$ cat config.mk
export PLATFORM = sky130hd
export DESIGN_NAME = xor_distance_closest_list_unit
export DESIGN_NICKNAME = d
export VERILOG_FILES = /design/src/design/xdcl_pkg.sv /design/src/design/xdcl_list.sv /design/src/design/xor_distance_closest_list_unit.sv
export SDC_FILE = /design/constraint.sdc
export NUM_CORES = 2
export LEC_CHECK = 0
export BUFFER_PORTS_ARGS = -buffer_cell sky130_fd_sc_hd__buf_4
export CAP_MARGIN = 20
export CORE_ASPECT_RATIO = 1.25
export CORE_UTILIZATION = 58
export CTS_BUF_LIST = sky130_fd_sc_hd__clkbuf_4 sky130_fd_sc_hd__clkbuf_8
export DETAILED_ROUTE_END_ITERATION = 8
export PLACE_DENSITY = 0.9
export SLEW_MARGIN = 20
export SYNTH_ARGS = -nofsm -noshare
export SYNTH_HDL_FRONTEND = slang
export SYNTH_SLANG_ARGS = --single-unit
$ cat constraint.sdc
create_clock -name clk -period 20.3 [get_ports clk]
set_clock_uncertainty 0.15 [all_clocks]
set_input_delay 2.03 -clock clk [delete_from_list [all_inputs] [get_ports clk]]
set_output_delay 2.03 -clock clk [all_outputs]
set_load 0.05 [all_outputs]
$ cat src/design/xdcl_pkg.sv
`timescale 1ns / 1ps
`default_nettype none
// ----------------------------------------------------------------------------
// xdcl_pkg: shared types and codes of the XOR-distance closest list
// Transfer types of both channels, action and status codes, register map.
// ----------------------------------------------------------------------------
package xdcl_pkg;

  // list depth used when the top level is not overridden
  localparam int DEFAULT_LIST_SIZE = 5;

  // configuration port
  localparam int CFG_ADDR_W = 5;
  localparam int CFG_DATA_W = 64;
  localparam logic [1:0] REG_TARGET_HIGH   = 2'd0;
  localparam logic [1:0] REG_TARGET_MIDDLE = 2'd1;
  localparam logic [1:0] REG_TARGET_LOW    = 2'd2;

  // input actions
  localparam logic [1:0] ACT_CLEAR = 2'd0;
  localparam logic [1:0] ACT_OFFER = 2'd1;
  localparam logic [1:0] ACT_DUMP  = 2'd2;

  // result status codes
  localparam logic [2:0] ST_INSERTED  = 3'd0;
  localparam logic [2:0] ST_DUPLICATE = 3'd1;
  localparam logic [2:0] ST_REJECTED  = 3'd2;
  localparam logic [2:0] ST_CLEARED   = 3'd3;
  localparam logic [2:0] ST_ENTRY     = 3'd4;
  localparam logic [2:0] ST_EMPTY     = 3'd5;

  typedef struct packed {
    logic [1:0]  action;
    logic [15:0] contact_index;
    logic [63:0] id_high;
    logic [63:0] id_middle;
    logic [31:0] id_low;
  } in_item_t;

  typedef struct packed {
    logic [2:0]  status;
    logic [2:0]  position;
    logic [15:0] entry_index;
    logic [63:0] entry_id_high;
    logic [63:0] entry_id_middle;
    logic [31:0] entry_id_low;
    logic        last;
  } out_item_t;

  // one stored contact
  typedef struct packed {
    logic [15:0] contact;
    logic [63:0] id_high;
    logic [63:0] id_middle;
    logic [31:0] id_low;
  } entry_t;

  // list update commands from the controller
  typedef struct packed {
    logic clear;
    logic insert;
  } list_ctl_t;

  // outcome of an offer against the current list
  typedef struct packed {
    logic dup;
    logic reject;
  } offer_res_t;

endpackage : xdcl_pkg
`default_nettype wire

$ cat src/design/xdcl_list.sv
`timescale 1ns / 1ps
`default_nettype none
// ----------------------------------------------------------------------------
// xdcl_list: sorted contact store
// Holds the contacts in ascending XOR distance to the target, checks an
// offer against every slot in parallel and shifts the tail on insertion.
// ----------------------------------------------------------------------------
module xdcl_list #(
  parameter int LIST_SIZE = xdcl_pkg::DEFAULT_LIST_SIZE,
  parameter int IDXW      = (LIST_SIZE > 1) ? $clog2(LIST_SIZE) : 1,
  parameter int CW        = $clog2(LIST_SIZE + 1)
) (
  input  wire logic                 clk,
  input  wire logic                 rst_n,
  input  wire xdcl_pkg::list_ctl_t  ctl,
  input  wire xdcl_pkg::in_item_t   offer,
  input  wire logic [159:0]         target,
  input  wire logic [IDXW-1:0]      rd_idx,
  output xdcl_pkg::offer_res_t      res,
  output logic [IDXW-1:0]           ins_pos,
  output logic [CW-1:0]             count,
  output xdcl_pkg::entry_t          rd_entry
);

  xdcl_pkg::entry_t slot_r   [LIST_SIZE];
  xdcl_pkg::entry_t slot_nxt [LIST_SIZE];
  xdcl_pkg::entry_t new_entry;
  logic [CW-1:0]        count_r;
  logic [CW-1:0]        count_nxt;
  logic [LIST_SIZE-1:0] valid_vec;
  logic [LIST_SIZE-1:0] dup_vec;
  logic [LIST_SIZE-1:0] closer_vec;
  logic [159:0]         dist_new;
  logic [IDXW-1:0]      first_closer;
  logic                 any_closer;

  assign new_entry = '{contact:   offer.contact_index,
                       id_high:   offer.id_high,
                       id_middle: offer.id_middle,
                       id_low:    offer.id_low};
  assign dist_new  = {offer.id_high, offer.id_middle, offer.id_low} ^ target;

  // per-slot duplicate and distance compare
  always_comb begin
    for (int i = 0; i < LIST_SIZE; i++) begin
      valid_vec[i]  = (CW'(i) < count_r);
      dup_vec[i]    = valid_vec[i] && (slot_r[i].contact == offer.contact_index);
      closer_vec[i] = valid_vec[i] &&
                      (dist_new < ({slot_r[i].id_high, slot_r[i].id_middle,
                                    slot_r[i].id_low} ^ target));
    end
  end

  // first slot that is strictly farther than the offer
  always_comb begin
    first_closer = '0;
    any_closer   = 1'b0;
    for (int i = LIST_SIZE - 1; i >= 0; i--) begin
      if (closer_vec[i]) begin
        first_closer = IDXW'(i);
        any_closer   = 1'b1;
      end
    end
  end

  assign res.dup    = |dup_vec;
  assign res.reject = !any_closer && (count_r == CW'(LIST_SIZE));
  assign ins_pos    = any_closer ? first_closer : count_r[IDXW-1:0];

  // insertion with shift of the tail; last slot drops off when full
  always_comb begin
    for (int j = 0; j < LIST_SIZE; j++) begin
      slot_nxt[j] = slot_r[j];
      if (ctl.insert) begin
        if (IDXW'(j) == ins_pos) begin
          slot_nxt[j] = new_entry;
        end else if (IDXW'(j) > ins_pos) begin
          slot_nxt[j] = slot_r[(j > 0) ? j - 1 : 0];
        end
      end
    end
  end

  // fill count
  always_comb begin
    count_nxt = count_r;
    if (ctl.clear) begin
      count_nxt = '0;
    end else if (ctl.insert && (count_r != CW'(LIST_SIZE))) begin
      count_nxt = count_r + CW'(1);
    end
  end

  always_ff @(posedge clk) begin
    if (!rst_n) begin
      count_r <= '0;
    end else begin
      count_r <= count_nxt;
    end
  end

  always_ff @(posedge clk) begin
    for (int j = 0; j < LIST_SIZE; j++) begin
      slot_r[j] <= slot_nxt[j];
    end
  end

  assign count    = count_r;
  assign rd_entry = slot_r[rd_idx];

endmodule : xdcl_list
`default_nettype wire

$ cat src/design/xor_distance_closest_list_unit.sv
`timescale 1ns / 1ps
`default_nettype none
// ----------------------------------------------------------------------------
// xor_distance_closest_list_unit: k-closest contact list by XOR distance
// Registers each action, resolves it combinationally against the sorted list
// and presents the results through an output register.
// ----------------------------------------------------------------------------
//  channel  ports                         direction  transfer
//  input    in_valid/in_ready/in_data     in         one action per transfer
//  result   out_valid/out_ready/out_data  out        one result per transfer
//  config   cfg_p* (APB-style, 64 bit)    in/out     target key, 3 registers
//
//  Clear and offer can follow back to back unless the result side stalls;
//  the result register loads with each emitted result. A dump of n entries
//  occupies the action register for n results (one for an empty list), one
//  list read per cycle unless stalled. Reset clears the fill count and the
//  target; slot contents need no clearing pass. Back-pressure on the result
//  side holds the action register, which in turn holds in_ready low.
// ----------------------------------------------------------------------------
module xor_distance_closest_list_unit #(
  parameter int LIST_SIZE = xdcl_pkg::DEFAULT_LIST_SIZE
) (
  input  wire logic                            clk,
  input  wire logic                            rst_n,
  input  wire logic                            in_valid,
  output logic                                 in_ready,
  input  wire xdcl_pkg::in_item_t              in_data,
  output logic                                 out_valid,
  input  wire logic                            out_ready,
  output xdcl_pkg::out_item_t                  out_data,
  input  wire logic                            cfg_psel,
  input  wire logic                            cfg_penable,
  input  wire logic                            cfg_pwrite,
  input  wire logic [xdcl_pkg::CFG_ADDR_W-1:0] cfg_paddr,
  input  wire logic [xdcl_pkg::CFG_DATA_W-1:0] cfg_pwdata,
  output logic [xdcl_pkg::CFG_DATA_W-1:0]      cfg_prdata,
  output logic                                 cfg_pready
);

  localparam int IDXW = (LIST_SIZE > 1) ? $clog2(LIST_SIZE) : 1;
  localparam int CW   = $clog2(LIST_SIZE + 1);

  // target key registers
  logic [63:0] tgt_high_r;
  logic [63:0] tgt_middle_r;
  logic [31:0] tgt_low_r;
  logic        cfg_wr;
  logic [1:0]  cfg_idx;

  // action register and result register
  xdcl_pkg::in_item_t  act_r;
  logic                act_vld_r;
  xdcl_pkg::out_item_t out_r;
  logic                out_vld_r;
  xdcl_pkg::out_item_t res;

  // dump walk
  logic [IDXW-1:0] dump_idx_r;
  logic            dump_last;
  logic [31:0]     pos_wide;

  // list interface
  xdcl_pkg::list_ctl_t  ctl;
  xdcl_pkg::offer_res_t ores;
  logic [IDXW-1:0]      ins_pos;
  logic [CW-1:0]        count;
  xdcl_pkg::entry_t     rd_entry;

  logic out_space;
  logic emit;
  logic done;

  // ---------------- configuration port ----------------
  assign cfg_pready = 1'b1;
  assign cfg_idx    = cfg_paddr[4:3];
  assign cfg_wr     = cfg_psel && cfg_penable && cfg_pwrite;

  always_ff @(posedge clk) begin
    if (!rst_n) begin
      tgt_high_r   <= '0;
      tgt_middle_r <= '0;
      tgt_low_r    <= '0;
    end else if (cfg_wr) begin
      unique case (cfg_idx)
        xdcl_pkg::REG_TARGET_HIGH:   tgt_high_r   <= cfg_pwdata;
        xdcl_pkg::REG_TARGET_MIDDLE: tgt_middle_r <= cfg_pwdata;
        xdcl_pkg::REG_TARGET_LOW:    tgt_low_r    <= cfg_pwdata[31:0];
        default: ;
      endcase
    end
  end

  always_comb begin
    unique case (cfg_idx)
      xdcl_pkg::REG_TARGET_HIGH:   cfg_prdata = tgt_high_r;
      xdcl_pkg::REG_TARGET_MIDDLE: cfg_prdata = tgt_middle_r;
      xdcl_pkg::REG_TARGET_LOW:    cfg_prdata = {32'd0, tgt_low_r};
      default:                     cfg_prdata = '0;
    endcase
  end

  // ---------------- sorted list ----------------
  xdcl_list #(
    .LIST_SIZE (LIST_SIZE),
    .IDXW      (IDXW),
    .CW        (CW)
  ) u_list (
    .clk      (clk),
    .rst_n    (rst_n),
    .ctl      (ctl),
    .offer    (act_r),
    .target   ({tgt_high_r, tgt_middle_r, tgt_low_r}),
    .rd_idx   (dump_idx_r),
    .res      (ores),
    .ins_pos  (ins_pos),
    .count    (count),
    .rd_entry (rd_entry)
  );

  // ---------------- control ----------------
  assign out_space = !out_vld_r || out_ready;
  assign dump_last = (count == '0) || (CW'(dump_idx_r) + CW'(1) == count);

  // unused action code retires without a result
  always_comb begin
    emit = 1'b0;
    done = 1'b0;
    case (act_r.action) inside
      xdcl_pkg::ACT_CLEAR, xdcl_pkg::ACT_OFFER: begin
        emit = act_vld_r && out_space;
        done = emit;
      end
      xdcl_pkg::ACT_DUMP: begin
        emit = act_vld_r && out_space;
        done = emit && dump_last;
      end
      default: begin
        done = act_vld_r;
      end
    endcase
  end

  assign in_ready   = !act_vld_r || done;
  assign ctl.clear  = emit && (act_r.action == xdcl_pkg::ACT_CLEAR);
  assign ctl.insert = emit && (act_r.action == xdcl_pkg::ACT_OFFER) &&
                      !ores.dup && !ores.reject;

  // ---------------- result composition ----------------
  always_comb begin
    res      = '0;
    res.last = 1'b1;
    pos_wide = '0;
    case (act_r.action)
      xdcl_pkg::ACT_CLEAR: begin
        res.status = xdcl_pkg::ST_CLEARED;
      end
      xdcl_pkg::ACT_OFFER: begin
        if (ores.dup) begin
          res.status = xdcl_pkg::ST_DUPLICATE;
        end else if (ores.reject) begin
          res.status = xdcl_pkg::ST_REJECTED;
        end else begin
          pos_wide     = 32'(ins_pos);
          res.status   = xdcl_pkg::ST_INSERTED;
          res.position = pos_wide[2:0];
        end
      end
      xdcl_pkg::ACT_DUMP: begin
        if (count == '0) begin
          res.status = xdcl_pkg::ST_EMPTY;
        end else begin
          pos_wide            = 32'(dump_idx_r);
          res.status          = xdcl_pkg::ST_ENTRY;
          res.position        = pos_wide[2:0];
          res.entry_index     = rd_entry.contact;
          res.entry_id_high   = rd_entry.id_high;
          res.entry_id_middle = rd_entry.id_middle;
          res.entry_id_low    = rd_entry.id_low;
          res.last            = dump_last;
        end
      end
      default: ;
    endcase
  end

  // ---------------- registers ----------------
  always_ff @(posedge clk) begin
    if (!rst_n) begin
      act_vld_r  <= 1'b0;
      out_vld_r  <= 1'b0;
      dump_idx_r <= '0;
    end else begin
      if (in_ready) begin
        act_vld_r <= in_valid;
      end
      if (emit) begin
        out_vld_r <= 1'b1;
      end else if (out_ready) begin
        out_vld_r <= 1'b0;
      end
      if (done) begin
        dump_idx_r <= '0;
      end else if (emit && (act_r.action == xdcl_pkg::ACT_DUMP)) begin
        dump_idx_r <= dump_idx_r + IDXW'(1);
      end
    end
  end

  always_ff @(posedge clk) begin
    if (in_ready && in_valid) begin
      act_r <= in_data;
    end
    if (emit) begin
      out_r <= res;
    end
  end

  assign out_valid = out_vld_r;
  assign out_data  = out_r;

endmodule : xor_distance_closest_list_unit
`default_nettype wire
## Word level (Yosys, flattened, before mapping)

Memories as Yosys holds them, arrays and structs flattened. A register that Yosys moved wholly into a read port is not among the register bits.
Index checks and enable logic that the tools add are counted.

- Register bits after elaboration: 529
- Latch bits: 0
- Memory bits (writable): 880
- ROM bits: 0
- Input port bits: 254
- Output and inout port bits: 250
- Memories kept: 1

- Add/subtract/negate cells: 2
- Multiply operators: 0
- Divide/modulo/power cells: 0
- Order comparisons: 14
- Eq/ne operators: 16
- Shifts and indexed selects: 0
- Mux-type cells: 42
- Bitwise operators: 8
- Reductions and logical operators: 43

Memory list:

| name | words | width | rd ports | clocked after memory_dff | wr ports | RTL line | RTL |
|---|---|---|---|---|---|---|---|
| u_list.slot_r | 5 | 176 | 6 | 1 | 5 | xdcl_list.sv:25 | `xdcl_pkg::entry_t slot_r [LIST_SIZE];` |

Operators with widths:

| operator | count |
|---|---|
| 176-bit two-way mux | 14 |
| 160-bit bitwise XOR | 6 |
| 160-bit < comparator | 5 |
| 64-bit case mux with 3 select lines | 1 |
| 180-bit two-way mux | 1 |
| 16-bit equality test | 5 |
| 3-bit two-way mux | 10 |
| 1-bit logical AND | 22 |
| 1-bit two-way mux | 12 |
| 3-bit case mux with 3 select lines | 1 |
| 2-bit OR reduction | 4 |
| 3-bit by 1-bit adder with 3-bit output (second input constant) | 2 |
| 2-bit by 3-bit equality test with 1-bit output (first input constant) | 2 |
| 2-bit by 3-bit greater-than comparator with 1-bit output (first input constant) | 2 |
| 3-bit zero test | 2 |
| 1-bit by 3-bit < comparator with 1-bit output (first input constant) | 2 |
| 2-bit by 3-bit < comparator with 1-bit output (first input constant) | 2 |
| 3-bit case mux with 2 select lines | 1 |
| 2-bit AND reduction | 3 |
| 1-bit zero test | 5 |
| 5-bit OR reduction | 1 |
| 2-bit by 1-bit equality test with 1-bit output (second input constant) | 2 |
| 2-bit equality test (second input constant) | 2 |
| 2-bit zero test | 2 |
| other kinds (12) | 16 |

## Logic depth before layout (Yosys ltp)

An unclocked memory read counts as a cell.

- Depth after elaboration: 14
- Depth in mapped cells: 16
- Mapped depth without buffers: 12

## Modules after synthesis

Synthesis repeated with hierarchy kept, for this count alone.

- Cells, all modules: 8841
- Area total of the unflattened synthesis: 93420.8 um^2

By module, submodules not included:

| module | instances | cells each | area an instance (um^2) |
|---|---|---|---|
| xdcl_list | 1 | 7347 | 73864.6 |
| xor_distance_closest_list_unit | 1 | 1494 | 19556.3 |

## Worst setup path after synthesis

No wires, ideal clock.

- Kind: register to register
- Start: reg tgt_high_r[30] (netlist name)
- End: mem u_list.slot_r[0][0] (netlist name) (enable)
- Library setup time: 734 ps
- Arrival time: 19114 ps
- Slack: 302 ps
- Stages on the path, launching flop included: 14
- Period minus slack after synthesis: 19998 ps
- Cells stage by stage: dfxtp_1 clkbuf_1 xor2_1 ha_1 nand4_1 nor3_1 a221o_1 or3_1 a2111oi_0 o211ai_1 a41oi_2 a21oi_1 a21oi_1 nor2b_1

RTL lines:

| item | RTL line |
|---|---|
| end, declared | xdcl_list.sv:25 |

==> results <==
- The run finished with clean final reports.
- The number of top-level pins is roughly 500.
- In this run the clock root is driven by a sky130_fd_sc_hd__clkbuf_8.
- After floorplanning, the core was divided into approximately 160 placement rows.
- The peak-usage layer in the global routing report is met2.
- The master of the slowest instance on the critical path is sky130_fd_sc_hd__nor4_1.
- The first-pass GRT wire length is 398000 um.
- The maximum root-to-sink buffer count is 3.
- Once detail routing completed, the nets flagged for antenna violations numbered 0.
- Wires add up to around 270000 um.
- The completed layout was analyzed and its total power is a little under 7 mW.
- The number of gates resized after CTS was 0.
- The number of max-slew violations in the final report came to 0.
- On the worst path, the slowest cell contributes a delay of 1.04 ns.
- Of all flip-flops after synthesis, the portion carrying an async set or reset was 0.
- STA classifies the critical path endpoint as a register.
- In the global route stage, met1 resource usage came out at 0.426.
- The via count of the first global-routing pass is just over 60k.
- Counting every sink on the clock net gives approximately 1.4k.
- The leftover overflow at the end of global routing is 0.
- The netlist uses 81 different library cells.
- The total number of vias is between 60k and 70k.
- For this configuration, the core starts out at a cell density of 0.583.
- The buffers plus inverters on the worst setup path is 4.
- The launching point of the worst reg2reg path is tgt_high_r[49].
- In the final layout, the share of cells above drive strength 1 is 0.208.
- The critical setup path kind is reg2reg.
- In the layout the commonest cells are sky130_fd_sc_hd__edfxtp_1 (1241), sky130_fd_sc_hd__xnor2_1 (823), sky130_fd_sc_hd__ha_1 (799).
- In the finished design, the share of the clock period the worst path needs comes to 0.454.
- The leading cell type in the layout, fill and taps excluded is sky130_fd_sc_hd__edfxtp_1.
- The CTS buffer count is 221.
- The signal on the critical path passes through xor2_1 -> ha_1 -> nand4_1 -> nor4_1 -> nand4_1 -> nor4_2 -> o2111ai_1 -> o221a_1 -> nand2_2 -> a21oi_1 -> nor2b_4 -> buf_4 -> buf_4 -> buf_16 -> buf_4.
- In the global route stage, overall resource usage came out at 0.356.
- For the pin with the worst max-slew slack, the measured transition is roughly 1.3 ns.
- The number of port buffers is 499.
- The most used flip-flop cell after synthesis is sky130_fd_sc_hd__edfxtp_1.
- The cell repeated most along the worst path is sky130_fd_sc_hd__buf_4.
- The wire-length estimate of the detail-placed layout is 190000 um.
- After floorplanning, the core was sized to cover ~150000 sq um.
- The worst setup path is launched from a register.
- For this run, global-route usage on met3 was measured as 0.0635.
- The classification of the worst-slack hold path is reg2reg.
- The highest attainable clock frequency is roughly 110 MHz.
- Setup repair after global routing left no endpoint under its margin.
- After clock tree synthesis, the clock-pin slew on the worst setup and hold paths is roughly 0.070 ns.
- The number of cells on the worst reg-to-reg path is 15.
- The floorplan step set the die width to about 350 um.
- Following the worst setup path forward leads to its endpoint at u_list.slot_r[0][119].
- Across the run, the number of max-cap violations was 0.
- The die is around 440 um tall.
- After synthesis the netlist holds a flip-flop and latch count of between 1k and 1.5k.
- The normalized max-slew margin is 0.129.
- The later pin in the worst-skew pair is clocked with a latency of about 1.1 ns.
- The number of cells in the design after placement is between 9k and 10k.
- Of the post-synthesis cell area, the dominant cell type holds 0.426.
- Grouping stages by cell kind, the critical path spends the most delay in simple AND/OR/NAND/NOR gates.
- The number of synthesized flops with an enable pin is 1241.
- The average wire per standard cell is 28.7 um.
- The cell area that synthesis handed to floorplanning was just under 90000 sq um.
- In the routed layout, each cell is associated on average with a via count of between 6 and 7.
- Of all nets on the critical path, the largest fanout is 55.
- The layout net count is between 8k and 9k.
- The cell leakage power is between 30 and 40 nW.
- Relative to the synthesized area, the layout overhead comes to 11.5%.
- The endpoint identified for the worst register-to-register timing path is u_list.slot_r[0][119].
- For this block, the initial DRC count from the detailed router was roughly 6.5k.
- The largest net degree at the start of global routing is approximately 140.
- The launching instance or port of the critical path is tgt_high_r[49].
- The number of nets produced by synthesis is 8015.
- For this run, the register share of the synthesized area comes to 0.465.
- The floorplan die area is about 150000 sq um.
- The filler-free cell count of the finished design is between 9k and 10k.
- The number of search-and-repair iterations in the first detailed-routing pass is 7.
- Setup violations remaining at the end of the flow were counted as 0.
- The data arrival at the endpoint of the critical path is between 9 and 10 ns.
- The core occupancy in the finished layout is 0.650.
- The required time at the endpoint of the critical path is roughly 21 ns.
- By area the synthesized netlist is led by sky130_fd_sc_hd__edfxtp_1 (43%), sky130_fd_sc_hd__ha_1 (11%), sky130_fd_sc_hd__xnor2_1 (8.2%).
- The worst-case IR drop observed on VDD is ~0.000077 V.
- For this design the ratio of total power to cell area is around 70 nW/um^2.
- For this run, global-route usage on met2 was measured as 0.561.
- The total number of cells along the worst setup path is 15.
- For the finished layout, the period the worst path requires is 9.22 ns.
- The post-CTS setup buffer count is 0.
- Setup slack on the worst reg-to-reg path comes out at around 11 ns.
- During synthesis, Yosys emitted a total of 0 warnings.
- The initial antenna violation count came to 19.
- The H-tree depth is 4.
- The average instance in the mapped netlist occupies 12.6 sq um.
- Of all cell types, the one taking the most synthesized area is sky130_fd_sc_hd__edfxtp_1.
- In the routed design, unresolved DRC markers number 0.
- The setup total negative slack is 0 ns.
- The final weighted congestion of routability-driven global placement is around 1.0.
- The filler cell count is 10.9k.
- The post-cts hold buffer count is 0.
- TritonCTS built the clock tree.
- The count of endpoints failing hold in the final timing report came to 0.
- After technology mapping, the gate count stands at just under 7k.
==> worst min path at each step <==
stage / to / cells past startpoint / slack [ns] / start
6_report: tgt_low_r[8] / 2 / 0.34 / tgt_low_r[8]
5_1_grt: tgt_low_r[8] / 2 / 0.38 / tgt_low_r[8]
4_1_cts: tgt_low_r[8] / 2 / 0.34 / tgt_low_r[8]
3_5_place_dp: tgt_low_r[8] / 2 / 0.33 / tgt_low_r[8]
3_3_place_gp: tgt_low_r[8] / 2 / 0.30 / tgt_low_r[8]
2_1_floorplan: u_list.slot_r[0][159] / 0 / 0.27 / act_r[159]
==> synthesized netlist by cell type (all sizes together) (87+ instances only) <==
cell and number:
a21boi 166, a21o 87, a21oi 288, buf 126, clkbuf 281, dfxtp 171
edfxtp 1241, ha 799, mux2 702, mux2i 246, mux4 176, nand2 556
nand4 134, nor2 305, o21ai 167, xnor2 823, xor2 217
==> flip-flops by register name, indices dropped and copies added, names as in the netlist, named ones only <==
signal / cells
u_list.slot_r: 880
dump_idx_r: 3
act_vld_r: 1
out_data: 183
tgt_low_r: 32
tgt_high_r: 64
act_r: 178
out_valid: 1
tgt_middle_r: 64
u_list.count: 3
==> per-stage QoR <==
step	instance area, sq um	hold WS (ns)	setup slack, ns
finish	97500	0.337	11.08
global route	97500	0.377	11.05
CTS	97500	0.335	11.34
detailed placement	92700	0.326	11.40
global placement	92600	0.304	11.16
floorplan	87500	0.271	0.302
==> cells by family (layout without fill, tap and decap cells) <==
| logic type | after synthesis | in the layout | synth area share |
|---|---|---|---|
| simple gates | 1252 | 1252 | 0.0648 |
| flops | 1412 | 1412 | 0.465 |
| fa+ha+maj | 805 | 805 | 0.115 |
| mux | 1124 | 1124 | 0.164 |
| xor+xnor | 1040 | 1040 | 0.104 |
| other cells | 1 | 6 | 0.0000429 |
| buf+inv | 437 | 1007 | 0.0223 |
| compound gates | 891 | 891 | 0.0650 |
==> where the power goes <==
group	internal (mW)	switching, mW
registers	3.23	0.0998
clock network	1.43	1.24
logic	0.296	0.446
total	4.96	1.79
==> final cells by class <==
cell class / count / area [sq um] / share of cell area
inverters: 30 / 113 / 0.00115
repair buffers: 561 / 4370 / 0.0448
flip-flops and latches: 1412 / 40700 / 0.417
well taps: 2012 / 2520 / 0.0258
multi-input cells: 5113 / 45000 / 0.461
diodes: 5 / 12.5 / 0.000128
clock buffers: 294 / 3650 / 0.0374
clock inverters: 122 / 1200 / 0.0123
==> worst reg2reg max path, cell delays in order (launching register included) <==
cell                        delay (ns)
sky130_fd_sc_hd__dfxtp_1          0.62
sky130_fd_sc_hd__xor2_1           0.48
sky130_fd_sc_hd__ha_1             0.24
sky130_fd_sc_hd__nand4_1          0.20
sky130_fd_sc_hd__nor4_1           1.04
sky130_fd_sc_hd__nand4_1          0.72
sky130_fd_sc_hd__nor4_2           0.87
sky130_fd_sc_hd__o2111ai_1        0.22
sky130_fd_sc_hd__o221a_1          0.42
sky130_fd_sc_hd__nand2_2          0.18
sky130_fd_sc_hd__a21oi_1          0.20
sky130_fd_sc_hd__nor2b_4          0.84
sky130_fd_sc_hd__buf_4            0.98
sky130_fd_sc_hd__buf_4            0.59
sky130_fd_sc_hd__buf_16           0.35
sky130_fd_sc_hd__buf_4            0.65
==> layer usage <==
| metal | wire length (um) | up-vias | share of wire |
|---|---|---|---|
| met2 | 126000 | 3389 | 0.46 |
| li1 | - | 26800 | - |
| met3 | 24700 | 848 | 0.090 |
| met4 | 24600 | 6 | 0.090 |
| met5 | 41 | - | 0.00015 |
| met1 | 98500 | 30100 | 0.36 |
No activity file was read; power rests on OpenSTA's default activity.
